$ cat config.mk
export PLATFORM = sky130hd
export DESIGN_NAME = frustum_volume_box_accumulator_unit
export DESIGN_NICKNAME = d
export VERILOG_FILES = /design/src/fvba_pkg.sv /design/src/fvba_front.sv /design/src/fvba_queue.sv /design/src/fvba_back.sv /design/src/frustum_volume_box_accumulator_unit.sv
export SDC_FILE = /design/constraint.sdc
export NUM_CORES = 2
export LEC_CHECK = 0
export BUFFER_PORTS_ARGS = -buffer_cell sky130_fd_sc_hd__buf_2
export CORE_ASPECT_RATIO = 1.1
export CORE_UTILIZATION = 58
export DETAILED_ROUTE_END_ITERATION = 8
export PLACE_DENSITY = 0.84
export SLEW_MARGIN = 30
export SYNTH_ARGS = -nofsm -noshare
export SYNTH_HDL_FRONTEND = slang
export SYNTH_SLANG_ARGS = --single-unit
$ cat constraint.sdc
create_clock -name i_clk -period 9.2 [get_ports i_clk]
set_clock_uncertainty 0.2 [all_clocks]
set_input_delay 0.92 -clock i_clk [delete_from_list [all_inputs] [get_ports i_clk]]
set_output_delay 0.92 -clock i_clk [all_outputs]
set_load 0.03 [all_outputs]
$ cat src/fvba_pkg.sv
// Shared types and constants for the frustum volume box accumulator.
// No dependencies; every other file in src imports this package.
`default_nettype none
package fvba_pkg;

    localparam int COORD_BITS_DEF = 20;
    localparam int VOL_BITS       = 63;
    localparam int QUEUE_DEPTH    = 2;
    localparam int MUL_BITS       = 33;
    localparam int WIDE_BITS      = 64;
    localparam int ADDR_BITS      = 6;
    localparam int DATA_BITS      = 64;

    localparam logic [VOL_BITS-1:0] SUM_MAX  = {VOL_BITS{1'b1}};
    // round(pi/3 * 2^32), split into integer one and fraction
    localparam logic [32:0]         PI3_K    = 33'd4497679235;
    localparam logic [27:0]         PI3_FRAC = 28'd202711939;

    typedef enum logic [2:0] {
        REG_STRIDE    = 3'd0,
        REG_SMALL_MIN = 3'd1,
        REG_SMALL_MAX = 3'd2,
        REG_BIG_MIN   = 3'd3,
        REG_BIG_MAX   = 3'd4
    } t_reg_idx;

    typedef enum logic [4:0] {
        B_IDLE, B_SQX, B_SQY, B_SQZ, B_SQW, B_ROOT,
        B_SRR, B_SPP, B_SRP, B_SW, B_PLO, B_PHI, B_PW,
        B_KHI, B_KLO, B_KW, B_SUM
    } t_bstate;

    typedef struct packed {
        logic pass_start;
        logic seg;
        logic over_small;
        logic over_big;
    } t_ctl;

endpackage
`default_nettype wire

$ cat src/fvba_front.sv
// Front end: accepts spheres, tracks stride and the last kept sphere,
// tests box overlap and emits one command per item. Uses fvba_pkg.
`default_nettype none
module fvba_front #(
    parameter int COORD_BITS = fvba_pkg::COORD_BITS_DEF
) (
    input  wire                        i_clk,
    input  wire                        i_rst_n,
    input  wire                        i_valid,
    output logic                       o_ready,
    input  wire  [COORD_BITS-1:0]      i_center_x,
    input  wire  [COORD_BITS-1:0]      i_center_y,
    input  wire  [COORD_BITS-1:0]      i_center_z,
    input  wire  [COORD_BITS-2:0]      i_sphere_radius,
    input  wire                        i_branch_start,
    input  wire                        i_pass_start,
    input  wire  [7:0]                 i_stride,
    input  wire  [3*COORD_BITS-1:0]    i_small_min,
    input  wire  [3*COORD_BITS-1:0]    i_small_max,
    input  wire  [3*COORD_BITS-1:0]    i_big_min,
    input  wire  [3*COORD_BITS-1:0]    i_big_max,
    input  wire                        i_full,
    output logic                       o_push,
    output fvba_pkg::t_ctl             o_ctl,
    output logic [COORD_BITS-1:0]      o_adx,
    output logic [COORD_BITS-1:0]      o_ady,
    output logic [COORD_BITS-1:0]      o_adz,
    output logic [COORD_BITS-2:0]      o_radius,
    output logic [COORD_BITS-2:0]      o_prev_radius
);
    import fvba_pkg::*;

    localparam int C = COORD_BITS;

    logic [C-1:0]        r_px, r_py, r_pz;
    logic [C-2:0]        r_pr;
    logic [7:0]          r_count;

    logic [7:0]          eff;
    logic [8:0]          nxt;
    logic                keep;
    logic signed [C:0]   ctr [3];
    logic signed [C:0]   prv [3];
    logic signed [C:0]   dif [3];
    logic [C-1:0]        adif [3];
    logic signed [C:0]   rad_ext;
    logic signed [C:0]   lo_s, hi_s, lo_b, hi_b;
    logic                hit_s, hit_b;
    logic                accept;

    assign o_ready = !i_full;
    assign accept  = i_valid && !i_full;
    assign o_push  = accept;

    always_comb begin
        eff     = (i_stride == 8'd0) ? 8'd1 : i_stride;
        nxt     = {1'b0, r_count} + 9'd1;
        keep    = nxt >= {1'b0, eff};
        ctr[0]  = {i_center_x[C-1], i_center_x};
        ctr[1]  = {i_center_y[C-1], i_center_y};
        ctr[2]  = {i_center_z[C-1], i_center_z};
        prv[0]  = {r_px[C-1], r_px};
        prv[1]  = {r_py[C-1], r_py};
        prv[2]  = {r_pz[C-1], r_pz};
        rad_ext = {2'b00, i_sphere_radius};
        hit_s   = 1'b1;
        hit_b   = 1'b1;
        lo_s    = '0;
        hi_s    = '0;
        lo_b    = '0;
        hi_b    = '0;
        for (int k = 0; k < 3; k++) begin
            dif[k]  = ctr[k] - prv[k];
            adif[k] = dif[k][C] ? C'(-dif[k]) : dif[k][C-1:0];
            lo_s = {i_small_min[k*C+C-1], i_small_min[k*C +: C]};
            hi_s = {i_small_max[k*C+C-1], i_small_max[k*C +: C]};
            lo_b = {i_big_min[k*C+C-1], i_big_min[k*C +: C]};
            hi_b = {i_big_max[k*C+C-1], i_big_max[k*C +: C]};
            // touching counts as overlap
            if ((ctr[k] + rad_ext < lo_s) || (ctr[k] - rad_ext > hi_s)) begin
                hit_s = 1'b0;
            end
            if ((ctr[k] + rad_ext < lo_b) || (ctr[k] - rad_ext > hi_b)) begin
                hit_b = 1'b0;
            end
        end
        o_ctl.pass_start = i_pass_start;
        o_ctl.seg        = !i_branch_start && keep;
        o_ctl.over_small = o_ctl.seg && hit_s;
        o_ctl.over_big   = o_ctl.seg && hit_b;
        o_adx            = adif[0];
        o_ady            = adif[1];
        o_adz            = adif[2];
        o_radius         = i_sphere_radius;
        o_prev_radius    = r_pr;
    end

    always_ff @(posedge i_clk) begin
        if (!i_rst_n) begin
            r_px    <= '0;
            r_py    <= '0;
            r_pz    <= '0;
            r_pr    <= '0;
            r_count <= '0;
        end else if (accept) begin
            if (i_branch_start || keep) begin
                r_px    <= i_center_x;
                r_py    <= i_center_y;
                r_pz    <= i_center_z;
                r_pr    <= i_sphere_radius;
                r_count <= '0;
            end else begin
                r_count <= nxt[7:0];
            end
        end
    end

endmodule
`default_nettype wire

$ cat src/fvba_queue.sv
// Small register FIFO between the front end and the arithmetic back end.
// Uses fvba_pkg for its default depth.
`default_nettype none
module fvba_queue #(
    parameter int WIDTH = 8,
    parameter int DEPTH = fvba_pkg::QUEUE_DEPTH
) (
    input  wire              i_clk,
    input  wire              i_rst_n,
    input  wire              i_push,
    input  wire  [WIDTH-1:0] i_data,
    input  wire              i_pop,
    output logic [WIDTH-1:0] o_data,
    output logic             o_full,
    output logic             o_empty
);
    import fvba_pkg::*;

    localparam int PW = (DEPTH > 1) ? $clog2(DEPTH) : 1;
    localparam int CW = $clog2(DEPTH + 1);

    logic [WIDTH-1:0] r_mem [DEPTH];
    logic [PW-1:0]    r_wp, r_rp;
    logic [CW-1:0]    r_cnt;

    assign o_data  = r_mem[r_rp];
    assign o_full  = r_cnt == CW'(DEPTH);
    assign o_empty = r_cnt == '0;

    always_ff @(posedge i_clk) begin
        if (i_push) begin
            r_mem[r_wp] <= i_data;
        end
    end

    always_ff @(posedge i_clk) begin
        if (!i_rst_n) begin
            r_wp  <= '0;
            r_rp  <= '0;
            r_cnt <= '0;
        end else begin
            if (i_push) begin
                r_wp <= (r_wp == PW'(DEPTH - 1)) ? '0 : r_wp + 1'b1;
            end
            if (i_pop) begin
                r_rp <= (r_rp == PW'(DEPTH - 1)) ? '0 : r_rp + 1'b1;
            end
            if (i_push && !i_pop) begin
                r_cnt <= r_cnt + 1'b1;
            end else if (i_pop && !i_push) begin
                r_cnt <= r_cnt - 1'b1;
            end
        end
    end

    a_no_underflow: assert property (@(posedge i_clk) disable iff (!i_rst_n)
        i_pop |-> r_cnt != '0) else $error("queue popped while empty");
    a_no_overflow: assert property (@(posedge i_clk) disable iff (!i_rst_n)
        i_push |-> r_cnt != CW'(DEPTH)) else $error("queue pushed while full");

endmodule
`default_nettype wire

$ cat src/fvba_back.sv
// Back end: per segment command, squared distance, bit-serial square root,
// radius sum, product and pi/3 scaling on one shared multiplier, then the
// saturating box sums and the result register. Uses fvba_pkg.
`default_nettype none
module fvba_back #(
    parameter int COORD_BITS = fvba_pkg::COORD_BITS_DEF
) (
    input  wire                          i_clk,
    input  wire                          i_rst_n,
    input  wire                          i_empty,
    output logic                         o_pop,
    input  fvba_pkg::t_ctl               i_ctl,
    input  wire  [COORD_BITS-1:0]        i_adx,
    input  wire  [COORD_BITS-1:0]        i_ady,
    input  wire  [COORD_BITS-1:0]        i_adz,
    input  wire  [COORD_BITS-2:0]        i_radius,
    input  wire  [COORD_BITS-2:0]        i_prev_radius,
    output logic                         o_valid,
    input  wire                          i_ready,
    output logic [fvba_pkg::VOL_BITS-1:0] o_volume_small,
    output logic [fvba_pkg::VOL_BITS-1:0] o_vol_big,
    output logic                         o_added_small,
    output logic                         o_added_big
);
    import fvba_pkg::*;

    localparam int C  = COORD_BITS;
    localparam int NW = $clog2(C + 1);

    t_bstate              r_state, n_state;
    t_ctl                 r_ctl;
    logic [C-1:0]         r_adx, r_ady, r_adz;
    logic [C-2:0]         r_ra, r_rb;
    logic [2*MUL_BITS-1:0] r_prod;
    logic [WIDE_BITS-1:0] r_acc, r_p, r_vol;
    logic [2*C+1:0]       r_rad;
    logic [C+1:0]         r_rem;
    logic [C:0]           r_root;
    logic [NW-1:0]        r_cnt;
    logic [2*C-1:0]       r_s;
    logic [VOL_BITS-1:0]  r_sum_small, r_sum_big;
    logic                 r_out_valid;

    logic [MUL_BITS-1:0]  mul_a, mul_b;
    logic                 load;
    logic [C+3:0]         rem_sh, trial, rem_dif;
    logic [WIDE_BITS-1:0] acc_add;
    logic [VOL_BITS:0]    sum_s, sum_b;

    assign o_valid = r_out_valid;
    assign acc_add = r_acc + r_prod[WIDE_BITS-1:0];

    always_comb begin
        n_state = r_state;
        case (r_state)
            B_IDLE: begin
                if (!i_empty) begin
                    n_state = i_ctl.seg ? B_SQX : B_SUM;
                end
            end
            B_SQX:  n_state = B_SQY;
            B_SQY:  n_state = B_SQZ;
            B_SQZ:  n_state = B_SQW;
            B_SQW:  n_state = B_ROOT;
            B_ROOT: n_state = (r_cnt == NW'(C)) ? B_SRR : B_ROOT;
            B_SRR:  n_state = B_SPP;
            B_SPP:  n_state = B_SRP;
            B_SRP:  n_state = B_SW;
            B_SW:   n_state = B_PLO;
            B_PLO:  n_state = B_PHI;
            B_PHI:  n_state = B_PW;
            B_PW:   n_state = B_KHI;
            B_KHI:  n_state = B_KLO;
            B_KLO:  n_state = B_KW;
            B_KW:   n_state = B_SUM;
            B_SUM:  n_state = load ? B_IDLE : B_SUM;
            default: n_state = B_IDLE;
        endcase
    end

    always_comb begin
        o_pop = 1'b0;
        load  = 1'b0;
        mul_a = '0;
        mul_b = '0;
        case (r_state)
            B_IDLE: o_pop = !i_empty;
            B_SQX: begin
                mul_a = MUL_BITS'(r_adx);
                mul_b = MUL_BITS'(r_adx);
            end
            B_SQY: begin
                mul_a = MUL_BITS'(r_ady);
                mul_b = MUL_BITS'(r_ady);
            end
            B_SQZ: begin
                mul_a = MUL_BITS'(r_adz);
                mul_b = MUL_BITS'(r_adz);
            end
            B_SRR: begin
                mul_a = MUL_BITS'(r_ra);
                mul_b = MUL_BITS'(r_ra);
            end
            B_SPP: begin
                mul_a = MUL_BITS'(r_rb);
                mul_b = MUL_BITS'(r_rb);
            end
            B_SRP: begin
                mul_a = MUL_BITS'(r_ra);
                mul_b = MUL_BITS'(r_rb);
            end
            B_PLO: begin
                mul_a = MUL_BITS'(r_root);
                mul_b = MUL_BITS'(r_s[C-1:0]);
            end
            B_PHI: begin
                mul_a = MUL_BITS'(r_root);
                mul_b = MUL_BITS'(r_s[2*C-1:C]);
            end
            B_KHI: begin
                mul_a = MUL_BITS'(r_p[63:32]);
                mul_b = PI3_K;
            end
            B_KLO: begin
                mul_a = MUL_BITS'(r_p[31:0]);
                mul_b = MUL_BITS'(PI3_FRAC);
            end
            B_SUM: load = !r_out_valid || i_ready;
            default: begin
                mul_a = '0;
            end
        endcase
    end

    // one root digit per cycle
    always_comb begin
        rem_sh  = {r_rem, r_rad[2*C+1:2*C]};
        trial   = {1'b0, r_root, 2'b01};
        rem_dif = rem_sh - trial;
    end

    always_comb begin
        sum_s = {1'b0, r_sum_small} + r_vol[VOL_BITS:0];
        sum_b = {1'b0, r_sum_big} + r_vol[VOL_BITS:0];
        if (r_vol[WIDE_BITS-1] || sum_s > {1'b0, SUM_MAX}) begin
            sum_s = {1'b0, SUM_MAX};
        end
        if (r_vol[WIDE_BITS-1] || sum_b > {1'b0, SUM_MAX}) begin
            sum_b = {1'b0, SUM_MAX};
        end
    end

    always_ff @(posedge i_clk) begin
        r_prod <= mul_a * mul_b;
        case (r_state)
            B_IDLE: begin
                r_ctl <= i_ctl;
                r_adx <= i_adx;
                r_ady <= i_ady;
                r_adz <= i_adz;
                r_ra  <= i_radius;
                r_rb  <= i_prev_radius;
            end
            B_SQX: r_acc <= '0;
            B_SQY: r_acc <= acc_add;
            B_SQZ: r_acc <= acc_add;
            B_SQW: begin
                r_rad  <= acc_add[2*C+1:0];
                r_rem  <= '0;
                r_root <= '0;
                r_cnt  <= '0;
            end
            B_ROOT: begin
                r_rad <= r_rad << 2;
                r_cnt <= r_cnt + 1'b1;
                if (rem_sh >= trial) begin
                    r_rem  <= rem_dif[C+1:0];
                    r_root <= {r_root[C-1:0], 1'b1};
                end else begin
                    r_rem  <= rem_sh[C+1:0];
                    r_root <= {r_root[C-1:0], 1'b0};
                end
            end
            B_SRR: r_acc <= '0;
            B_SPP: r_acc <= acc_add;
            B_SRP: r_acc <= acc_add;
            B_SW:  r_s   <= acc_add[2*C-1:0];
            B_PHI: r_acc <= r_prod[WIDE_BITS-1:0];
            B_PW:  r_p   <= r_acc + (r_prod[WIDE_BITS-1:0] << C);
            B_KLO: r_acc <= r_prod[WIDE_BITS-1:0];
            B_KW:  r_vol <= r_acc + {32'b0, r_prod[63:32]} + {32'b0, r_p[31:0]};
            default: begin
                r_acc <= r_acc;
            end
        endcase
        if (load) begin
            o_volume_small <= (r_ctl.over_small) ? sum_s[VOL_BITS-1:0] : r_sum_small;
            o_vol_big      <= (r_ctl.over_big) ? sum_b[VOL_BITS-1:0] : r_sum_big;
            o_added_small  <= r_ctl.over_small;
            o_added_big    <= r_ctl.over_big;
        end
    end

    always_ff @(posedge i_clk) begin
        if (!i_rst_n) begin
            r_state     <= B_IDLE;
            r_sum_small <= '0;
            r_sum_big   <= '0;
            r_out_valid <= 1'b0;
        end else begin
            r_state <= n_state;
            if (o_pop && i_ctl.pass_start) begin
                r_sum_small <= '0;
                r_sum_big   <= '0;
            end else if (load) begin
                if (r_ctl.over_small) begin
                    r_sum_small <= sum_s[VOL_BITS-1:0];
                end
                if (r_ctl.over_big) begin
                    r_sum_big <= sum_b[VOL_BITS-1:0];
                end
            end
            if (load) begin
                r_out_valid <= 1'b1;
            end else if (i_ready) begin
                r_out_valid <= 1'b0;
            end
        end
    end

    a_root_count: assert property (@(posedge i_clk) disable iff (!i_rst_n)
        r_state == B_ROOT |-> r_cnt <= NW'(C)) else $error("root ran past its digits");
    a_pass_clear: assert property (@(posedge i_clk) disable iff (!i_rst_n)
        (o_pop && i_ctl.pass_start) |=> (r_sum_small == '0 && r_sum_big == '0))
        else $error("pass start did not clear sums");
    a_no_seg_flags: assert property (@(posedge i_clk) disable iff (!i_rst_n)
        (load && !r_ctl.seg) |=> (!o_added_small && !o_added_big))
        else $error("added flag without a segment");

endmodule
`default_nettype wire

$ cat src/frustum_volume_box_accumulator_unit.sv
// Frustum volume box accumulator. One result per sphere, in order. A sphere that
// closes a segment runs the whole back end: the bit-serial square root produces
// one result bit per cycle and the shared multiplier handles the squares, radius
// sum, product and pi/3 scaling one a cycle. Other spheres go straight to the
// result register. A two-entry queue lets the front keep accepting.
// Registers sit on the APB port at 8-byte spacing. Depends on fvba_pkg.
`default_nettype none
module frustum_volume_box_accumulator_unit #(
    parameter int COORD_BITS = fvba_pkg::COORD_BITS_DEF
) (
    input  wire                           i_clk,
    input  wire                           i_rst_n,
    input  wire                           i_valid,
    output logic                          o_ready,
    input  wire  [COORD_BITS-1:0]         i_center_x,
    input  wire  [COORD_BITS-1:0]         i_center_y,
    input  wire  [COORD_BITS-1:0]         i_center_z,
    input  wire  [COORD_BITS-2:0]         i_sphere_radius,
    input  wire                           i_branch_start,
    input  wire                           i_pass_start,
    output logic                          o_valid,
    input  wire                           i_ready,
    output logic [fvba_pkg::VOL_BITS-1:0] o_volume_small,
    output logic [fvba_pkg::VOL_BITS-1:0] o_vol_big,
    output logic                          o_added_small,
    output logic                          o_added_big,
    input  wire                           psel,
    input  wire                           penable,
    input  wire                           pwrite,
    input  wire  [fvba_pkg::ADDR_BITS-1:0] paddr,
    input  wire  [fvba_pkg::DATA_BITS-1:0] pwdata,
    output logic [fvba_pkg::DATA_BITS-1:0] prdata,
    output logic                          pready
);
    import fvba_pkg::*;

    localparam int C  = COORD_BITS;
    localparam int BW = 3 * C;
    localparam int QW = $bits(t_ctl) + 3 * C + 2 * (C - 1);

    logic [7:0]    r_stride;
    logic [BW-1:0] r_small_min, r_small_max, r_big_min, r_big_max;
    logic          wr;
    t_reg_idx      idx;

    t_ctl          f_ctl, q_ctl;
    logic          push, pop, full, empty;
    logic [C-1:0]  f_adx, f_ady, f_adz, q_adx, q_ady, q_adz;
    logic [C-2:0]  f_r, f_pr, q_r, q_pr;
    logic [QW-1:0] q_in, q_out;

    assign pready = 1'b1;
    assign wr     = psel && penable && pwrite;
    assign idx    = t_reg_idx'(paddr[5:3]);

    always_ff @(posedge i_clk) begin
        if (!i_rst_n) begin
            r_stride    <= 8'd1;
            r_small_min <= '0;
            r_small_max <= '0;
            r_big_min   <= '0;
            r_big_max   <= '0;
        end else if (wr) begin
            case (idx)
                REG_STRIDE:    r_stride    <= pwdata[7:0];
                REG_SMALL_MIN: r_small_min <= pwdata[BW-1:0];
                REG_SMALL_MAX: r_small_max <= pwdata[BW-1:0];
                REG_BIG_MIN:   r_big_min   <= pwdata[BW-1:0];
                REG_BIG_MAX:   r_big_max   <= pwdata[BW-1:0];
                default:       r_stride    <= r_stride;
            endcase
        end
    end

    always_comb begin
        case (idx)
            REG_STRIDE:    prdata = DATA_BITS'(r_stride);
            REG_SMALL_MIN: prdata = DATA_BITS'(r_small_min);
            REG_SMALL_MAX: prdata = DATA_BITS'(r_small_max);
            REG_BIG_MIN:   prdata = DATA_BITS'(r_big_min);
            REG_BIG_MAX:   prdata = DATA_BITS'(r_big_max);
            default:       prdata = '0;
        endcase
    end

    fvba_front #(.COORD_BITS(COORD_BITS)) u_front (
        .i_clk          (i_clk),
        .i_rst_n        (i_rst_n),
        .i_valid        (i_valid),
        .o_ready        (o_ready),
        .i_center_x     (i_center_x),
        .i_center_y     (i_center_y),
        .i_center_z     (i_center_z),
        .i_sphere_radius(i_sphere_radius),
        .i_branch_start (i_branch_start),
        .i_pass_start   (i_pass_start),
        .i_stride       (r_stride),
        .i_small_min    (r_small_min),
        .i_small_max    (r_small_max),
        .i_big_min      (r_big_min),
        .i_big_max      (r_big_max),
        .i_full         (full),
        .o_push         (push),
        .o_ctl          (f_ctl),
        .o_adx          (f_adx),
        .o_ady          (f_ady),
        .o_adz          (f_adz),
        .o_radius       (f_r),
        .o_prev_radius  (f_pr)
    );

    assign q_in = {f_ctl, f_adx, f_ady, f_adz, f_r, f_pr};
    assign {q_ctl, q_adx, q_ady, q_adz, q_r, q_pr} = q_out;

    fvba_queue #(.WIDTH(QW), .DEPTH(QUEUE_DEPTH)) u_queue (
        .i_clk   (i_clk),
        .i_rst_n (i_rst_n),
        .i_push  (push),
        .i_data  (q_in),
        .i_pop   (pop),
        .o_data  (q_out),
        .o_full  (full),
        .o_empty (empty)
    );

    fvba_back #(.COORD_BITS(COORD_BITS)) u_back (
        .i_clk          (i_clk),
        .i_rst_n        (i_rst_n),
        .i_empty        (empty),
        .o_pop          (pop),
        .i_ctl          (q_ctl),
        .i_adx          (q_adx),
        .i_ady          (q_ady),
        .i_adz          (q_adz),
        .i_radius       (q_r),
        .i_prev_radius  (q_pr),
        .o_valid        (o_valid),
        .i_ready        (i_ready),
        .o_volume_small (o_volume_small),
        .o_vol_big      (o_vol_big),
        .o_added_small  (o_added_small),
        .o_added_big    (o_added_big)
    );

endmodule
`default_nettype wire

# Word-level counts from Yosys, hierarchy flattened
# Memory sizes are Yosys's and may differ from the RTL's. A register that Yosys moved wholly into a read port is not among the register bits.
# Index checks and enable logic that the tools add are counted.
[totals]
elab_cells = 192
output_inout_bits = 195
reg_bits = 1085
inputBits = 158
n_memories = 1
ram_bits = 204
[classes]
n_eq_ne = 23
mux = 42
n_lt_le_gt_ge = 16
multipliers = 1
n_bitwise = 1
addsub = 25
reduce_logical = 46
[memory_table]
columns = ["name", "words", "width", "rd", "rd_clocked_by_memory_dff", "write_ports", "line", "text"]
rows = [
  ["u_queue.r_mem", 2, 102, 1, 1, 1, "fvba_queue.sv:22", "logic [WIDTH-1:0] r_mem [DEPTH];"],
]
[op_table]
columns = ["operator", "n"]
rows = [
  ["60-bit one-hot mux with 5 select lines", 1],
  ["33-bit one-hot mux with 9 select lines", 1],
  ["32-bit one-hot mux with 8 select lines", 1],
  ["63-bit 2-to-1 mux", 4],
  ["64-bit one-hot mux with 3 select lines", 1],
  ["63-bit by 64-bit adder with 64-bit output", 2],
  ["64-bit by 32-bit adder with 64-bit output", 2],
  ["64-bit adder", 2],
  ["64-bit by 63-bit greater-than comparator with 1-bit output, second input constant", 2],
  ["21-bit by 20-bit greater-than comparator with 1-bit output", 6],
  ["21-bit by 20-bit less-than comparator with 1-bit output", 6],
  ["20-bit by 20-bit subtractor with 21-bit output", 6],
  ["5-bit one-hot mux with 17 select lines", 1],
  ["42-bit one-hot mux with 2 select lines", 1],
  ["32-bit by 33-bit multiplier with 64-bit output", 1],
  ["20-bit by 20-bit adder with 21-bit output", 3],
  ["20-bit 2-to-1 mux", 3],
  ["20-bit negator", 3],
  ["22-bit one-hot mux with 2 select lines", 1],
  ["21-bit one-hot mux with 2 select lines", 1],
  ["5-bit by 4-bit == test with 1-bit output, second input constant", 8],
  ["24-bit by 23-bit greater-or-equal comparator with 1-bit output", 1],
  ["22-bit 2-to-1 mux", 1],
  ["22-bit subtractor", 1],
  ["other kinds (33)", 95],
]

# Depth between registers and ports, before layout
[depth]
depth_word = 7
depth_mapped = 40
mapped_depth_nobuf = 37

# Cells and area by module
# Synthesis repeated with hierarchy kept, for this count alone.
[unflattened]
hier_cells = 11024
hier_area_um2 = 106718.6
[by_module_without_submodules]
columns = ["mod", "seq_area_each_um2", "area_each_um2", "instances", "cells_per_inst"]
rows = [
  ["fvba_back", 20439.6, 68494.4, 1, 6878],
  ["fvba_front", 1741.7, 19667.6, 1, 2696],
  ["frustum_volume_box_accumulator_unit", 4964.8, 10951.8, 1, 1111],
  ["fvba_queue", 6226.0, 7604.8, 1, 339],
]

# Worst setup path after synthesis
# OpenSTA, ideal clock, no wires.
[synth_timing]
kind = "register to register"
start = "reg u_back.r_state[0]"
end = "reg u_back.r_prod[63]"
setup_slack_ns = -0.659
arrival_time_ns = 9.581
n_path_buf = 3
stages_incl_launch_ff = 34
cell_sequence = "dfxtp_1 -> clkbuf_1 -> nand2b_1 -> nor2_1 -> clkbuf_1 -> a22o_1 -> a2111oi_0 -> clkbuf_1 -> nor2_1 -> fa_1 -> fa_1 -> fa_1 -> inv_1 -> fa_1 -> inv_1 -> fa_1 -> fa_1 -> fa_1 -> inv_1 -> fa_1 -> inv_1 -> ha_1 -> a21o_1 -> a211o_1 -> a21oi_1 -> o21ai_0 -> a22oi_1 -> a21oi_1 -> a21oi_1 -> a211oi_1 -> o41ai_1 -> o31ai_1 -> and4_1 -> nor3_1"
[synth_between]
elab_chain_len = 4
word_cells_on_any_way = 16
cone_classes = "mul (1); eq/ne (10); mux (2); reduce/logical (3)"
[synth_lines]
columns = ["item", "line", "text"]
rows = [
  ["from (decl)", "fvba_back.sv:30", "t_bstate r_state, n_state;"],
  ["from (signal assigned)", "fvba_back.sv:211", "r_state <= n_state;"],
  ["5-bit by 3-bit == test with 1-bit output or 5-bit by 4-bit == test with 1-bit output (tied branches)", "fvba_back.sv:86", "case (r_state)"],
  ["2-bit OR reduction (no source line)", "-", ""],
  ["33-bit one-hot mux with 9 select lines or 32-bit one-hot mux with 8 select lines (tied branches)", "fvba_back.sv:86", ""],
  ["32-bit by 33-bit multiplier with 64-bit output *", "fvba_back.sv:154", "r_prod <= mul_a * mul_b;"],
  ["to (signal assigned)", "fvba_back.sv:154", ""],
  ["to (decl)", "fvba_back.sv:34", "logic [2*MUL_BITS-1:0] r_prod;"],
]
# Mark *: on every way between the ends. The rest lies on a longest branch, timed or not.
# A chain may end at the register's enable or synchronous reset.

# Worst setup path after layout
[layout_timing]
start = "reg u_back.r_state[3]"
end = "reg u_back.r_prod[63]"
# Same word-level chain as after synthesis.

==> impl_metrics.json <==
{
  "grt_usage_pct": 36.8,
  "ant_nets": 0,
  "path_buf_inv": 8,
  "grt_start_max_net_pins": 219,
  "setup_viol": 12,
  "place.gp.congestion": 1.08,
  "cp_max_fo": 8,
  "path_delay_family": "adder cells",
  "antenna_found_initial": 41,
  "vias_per_cell": 6.17,
  "drt_iter0_drc": 8969,
  "cts_inserted_buffers": 142,
  "drv_slew": 0,
  "portBuffers": 340,
  "ir_drop_mv": 0.388,
  "synth_seq_cells": 1290,
  "hold_buffers": 0,
  "synth_seq_area_share_pct": 31.7,
  "io_pins": 353,
  "crit_slowest_cell": "fa_1",
  "htreeDepth": 4,
  "clk_pin_slew_ns": 0.06,
  "dp_cells": 14100,
  "status": "complete, but fails checks",
  "multi_input_area_mm2": 0.0668,
  "netlist_area_mm2": 0.105,
  "synthFlopType": "edfxtp_1",
  "hp-class": "in -> reg",
  "drv_cap": 0,
  "p_per_area_mw_per_mm2": 250,
  "min_path_cells": 1,
  "dr.pass1.iters": 9,
  "route.layer.met1.wl_um": 125000,
  "cts.path.max_buffers": 3,
  "wl_met2_um": 158000,
  "end_kind": "register",
  "synth_edf_count": 754,
  "hpwl_um": 268000,
  "hold_viol_final": 0,
  "synthDominantCellAreaShare_pct": 21.5,
  "cp_slowest_stage_delay_ns": 0.59,
  "ys_async_sr_fraction_pct": 0,
  "fin_crit_sh_pct": 103,
  "grt_pass1_wl_um": 518000,
  "syn2layout_area_growth_pct": 13.6,
  "cp_num_cells": 36,
  "fp-row-count": 163,
  "rr_worst_depth": 36,
  "cts_tree": "built",
  "yosys.area.top_type": "edfxtp_1",
  "vias": 88800,
  "fill_cells": 13700,
  "yosys_warnings": 0,
  "clock.fmax_mhz": 106,
  "wl_per_cell_um": 24.1,
  "initial_core_util_pct": 58.5,
  "crit_type": "reg -> reg",
  "relSlewSlack_pct": 27.6,
  "netlist_instances": 11200,
  "clkLatencyLatePin_ns": 0.82,
  "routed_wl_um": 346000,
  "drive_gt1_share_pct": 13.8,
  "fin_nets": 13800,
  "leakagePower_nw": 53.4,
  "worstMarginPinSlew_ns": 1.06,
  "grt_pass1_vias": 88600,
  "synth_area_leaders": "edfxtp_1 (22%), fa_1 (13%), ha_1 (13%)",
  "grt-ovfl-total": 0,
  "stdcell_count": 14400,
  "avgSynthCellArea_um2": 9.43,
  "holdWs_ns": 0.121,
  "die_h_um": 449,
  "cp.arrival_ns": 9.92,
  "path_common_cell": "fa_1",
  "layout_setup_ws_ns": -0.241,
  "die_area_mm2": 0.183,
  "synth_cell_types": 94,
  "register_area_mm2": 0.0334,
  "rsz0062_at_grt": "true",
  "worstPathRequired_ns": 9.68,
  "die_w_um": 408,
  "met3_length_um": 28800,
  "core-area_mm2": 0.180,
  "highest_layer": "met5",
  "start_kind": "register",
  "violations": "DRC, setup timing",
  "drc": 8,
  "cts_root_buf": "clkbuf_16",
  "finalCriticalPeriod_ns": 9.44,
  "cts.sinks": 1290
}
-- Yosys cell counts (147+ instances only) --
master       n
xnor2_1    359
o21ai_0    391
nand3_1    147
a21o_1     279
xor2_1     170
a21oi_1    627
inv_1     1364
nor2_1     801
ha_1      1064
fa_1       685
dfxtp_1    536
clkbuf_1   437
nand2_1   1192
a21boi_0   354
edfxtp_1   754
-- area by class of cell --
class	count	share of cell area, %
multi-input combinational	8168	55.8
sequential	1290	27.9
timing repair buffer	902	5.43
inverter	1365	4.30
clock buffer	173	3.16
tap	2392	2.50
clock inverter	88	0.813
antenna	17	0.0356
-- worst paths after layout --
path / end / slack (ns) / from
worst max-delay path: u_back.r_prod[63] / -0.24 / u_back.r_state[3]
worst min-delay path: u_queue.r_mem[0][101] / 0.12 / i_pass_start
worst max register to register: u_back.r_prod[63] / -0.24 / u_back.r_state[3]
worst min register to register: u_queue.r_mem[1][16] / 0.26 / u_front.o_prev_radius[16]
-- power by group --
group | switching, W | internal, W
registers | 0.00108 | 0.00778
logic | 0.00902 | 0.00610
clock network | 0.00255 | 0.00336
-- kinds of logic after synthesis --
| family | synth area share, % |
|---|---|
| other cells | 0.00714 |
| xor+xnor | 4.40 |
| flops | 31.7 |
| compound gates | 17.3 |
| mux | 1.60 |
| simple gates | 12.8 |
| fa+ha+maj | 25.7 |
| buf+inv | 6.58 |
-- state kept, by name, summed over array words and instances (netlist names), 63 cells and up, named ones only --
signal / flops
u_back.r_vol: 64
u_back.r_prod: 64
u_back.r_acc: 64
u_queue.r_mem: 204
u_back.r_sum_small: 63
u_back.o_vol_big: 63
u_back.r_p: 64
u_back.o_volume_small: 63
u_back.r_sum_big: 63
-- placed cells by master (no fill, tap or decap), drive strengths merged, types with 54 or more instances in the layout --
cell type,synthesis,final
nand3,147,147
buf,31,901
nand2b,125,125
o221a,78,78
edfxtp,754,754
nor2,801,801
o21bai,76,76
and3,71,71
a21oi,629,629
mux2,105,105
dfxtp,536,536
a22o,97,97
nor2b,97,97
clkbuf,439,174
a221o,64,64
or2,72,72
o21a,115,115
a21boi,355,355
nor3,116,116
ha,1064,1064
fa,685,685
xnor2,359,359
o22a,75,75
a211oi,70,70
o21ai,393,393
a21o,279,279
xor2,170,170
and2,76,76
inv,1364,1374
clkinv,1,54
nand4,111,111
nand2,1192,1192
conb,2,137
-- stage by stage --
step           worst slack, ns  utilization, %  TNS, ns  instance area [um2]  total power, W
2_1_floorplan          0.00508               -        0               106000          0.0176
3_3_place_gp            -0.552            62.9    -5.31               113000          0.0225
3_5_place_dp            -0.746            62.9    -8.98               113000          0.0228
4_1_cts                -0.0891            65.9   -0.382               119000          0.0291
5_1_grt                 -0.421            66.5    -4.76               120000          0.0313
6_report                -0.241            66.5    -1.64               120000          0.0299
-- per-layer routing --
| metal | GRT usage (%) | vias to the layer above |
|---|---|---|
| met1 | 42.8 | 43000 |
| met3 | 6.81 | 1411 |
| met4 | 30.4 | 42 |
| met5 | 0 | - |
| li1 | - | 39900 |
| met2 | 59.4 | 4440 |
-- timing repair --
item	4_1_cts	5_1_grt
resized for setup	118	158
hold endpoints to repair	0	0
pin swaps	59	106
setup endpoints to repair	26	27
buffers inserted	17	44
No activity file was read; power rests on OpenSTA's default activity.
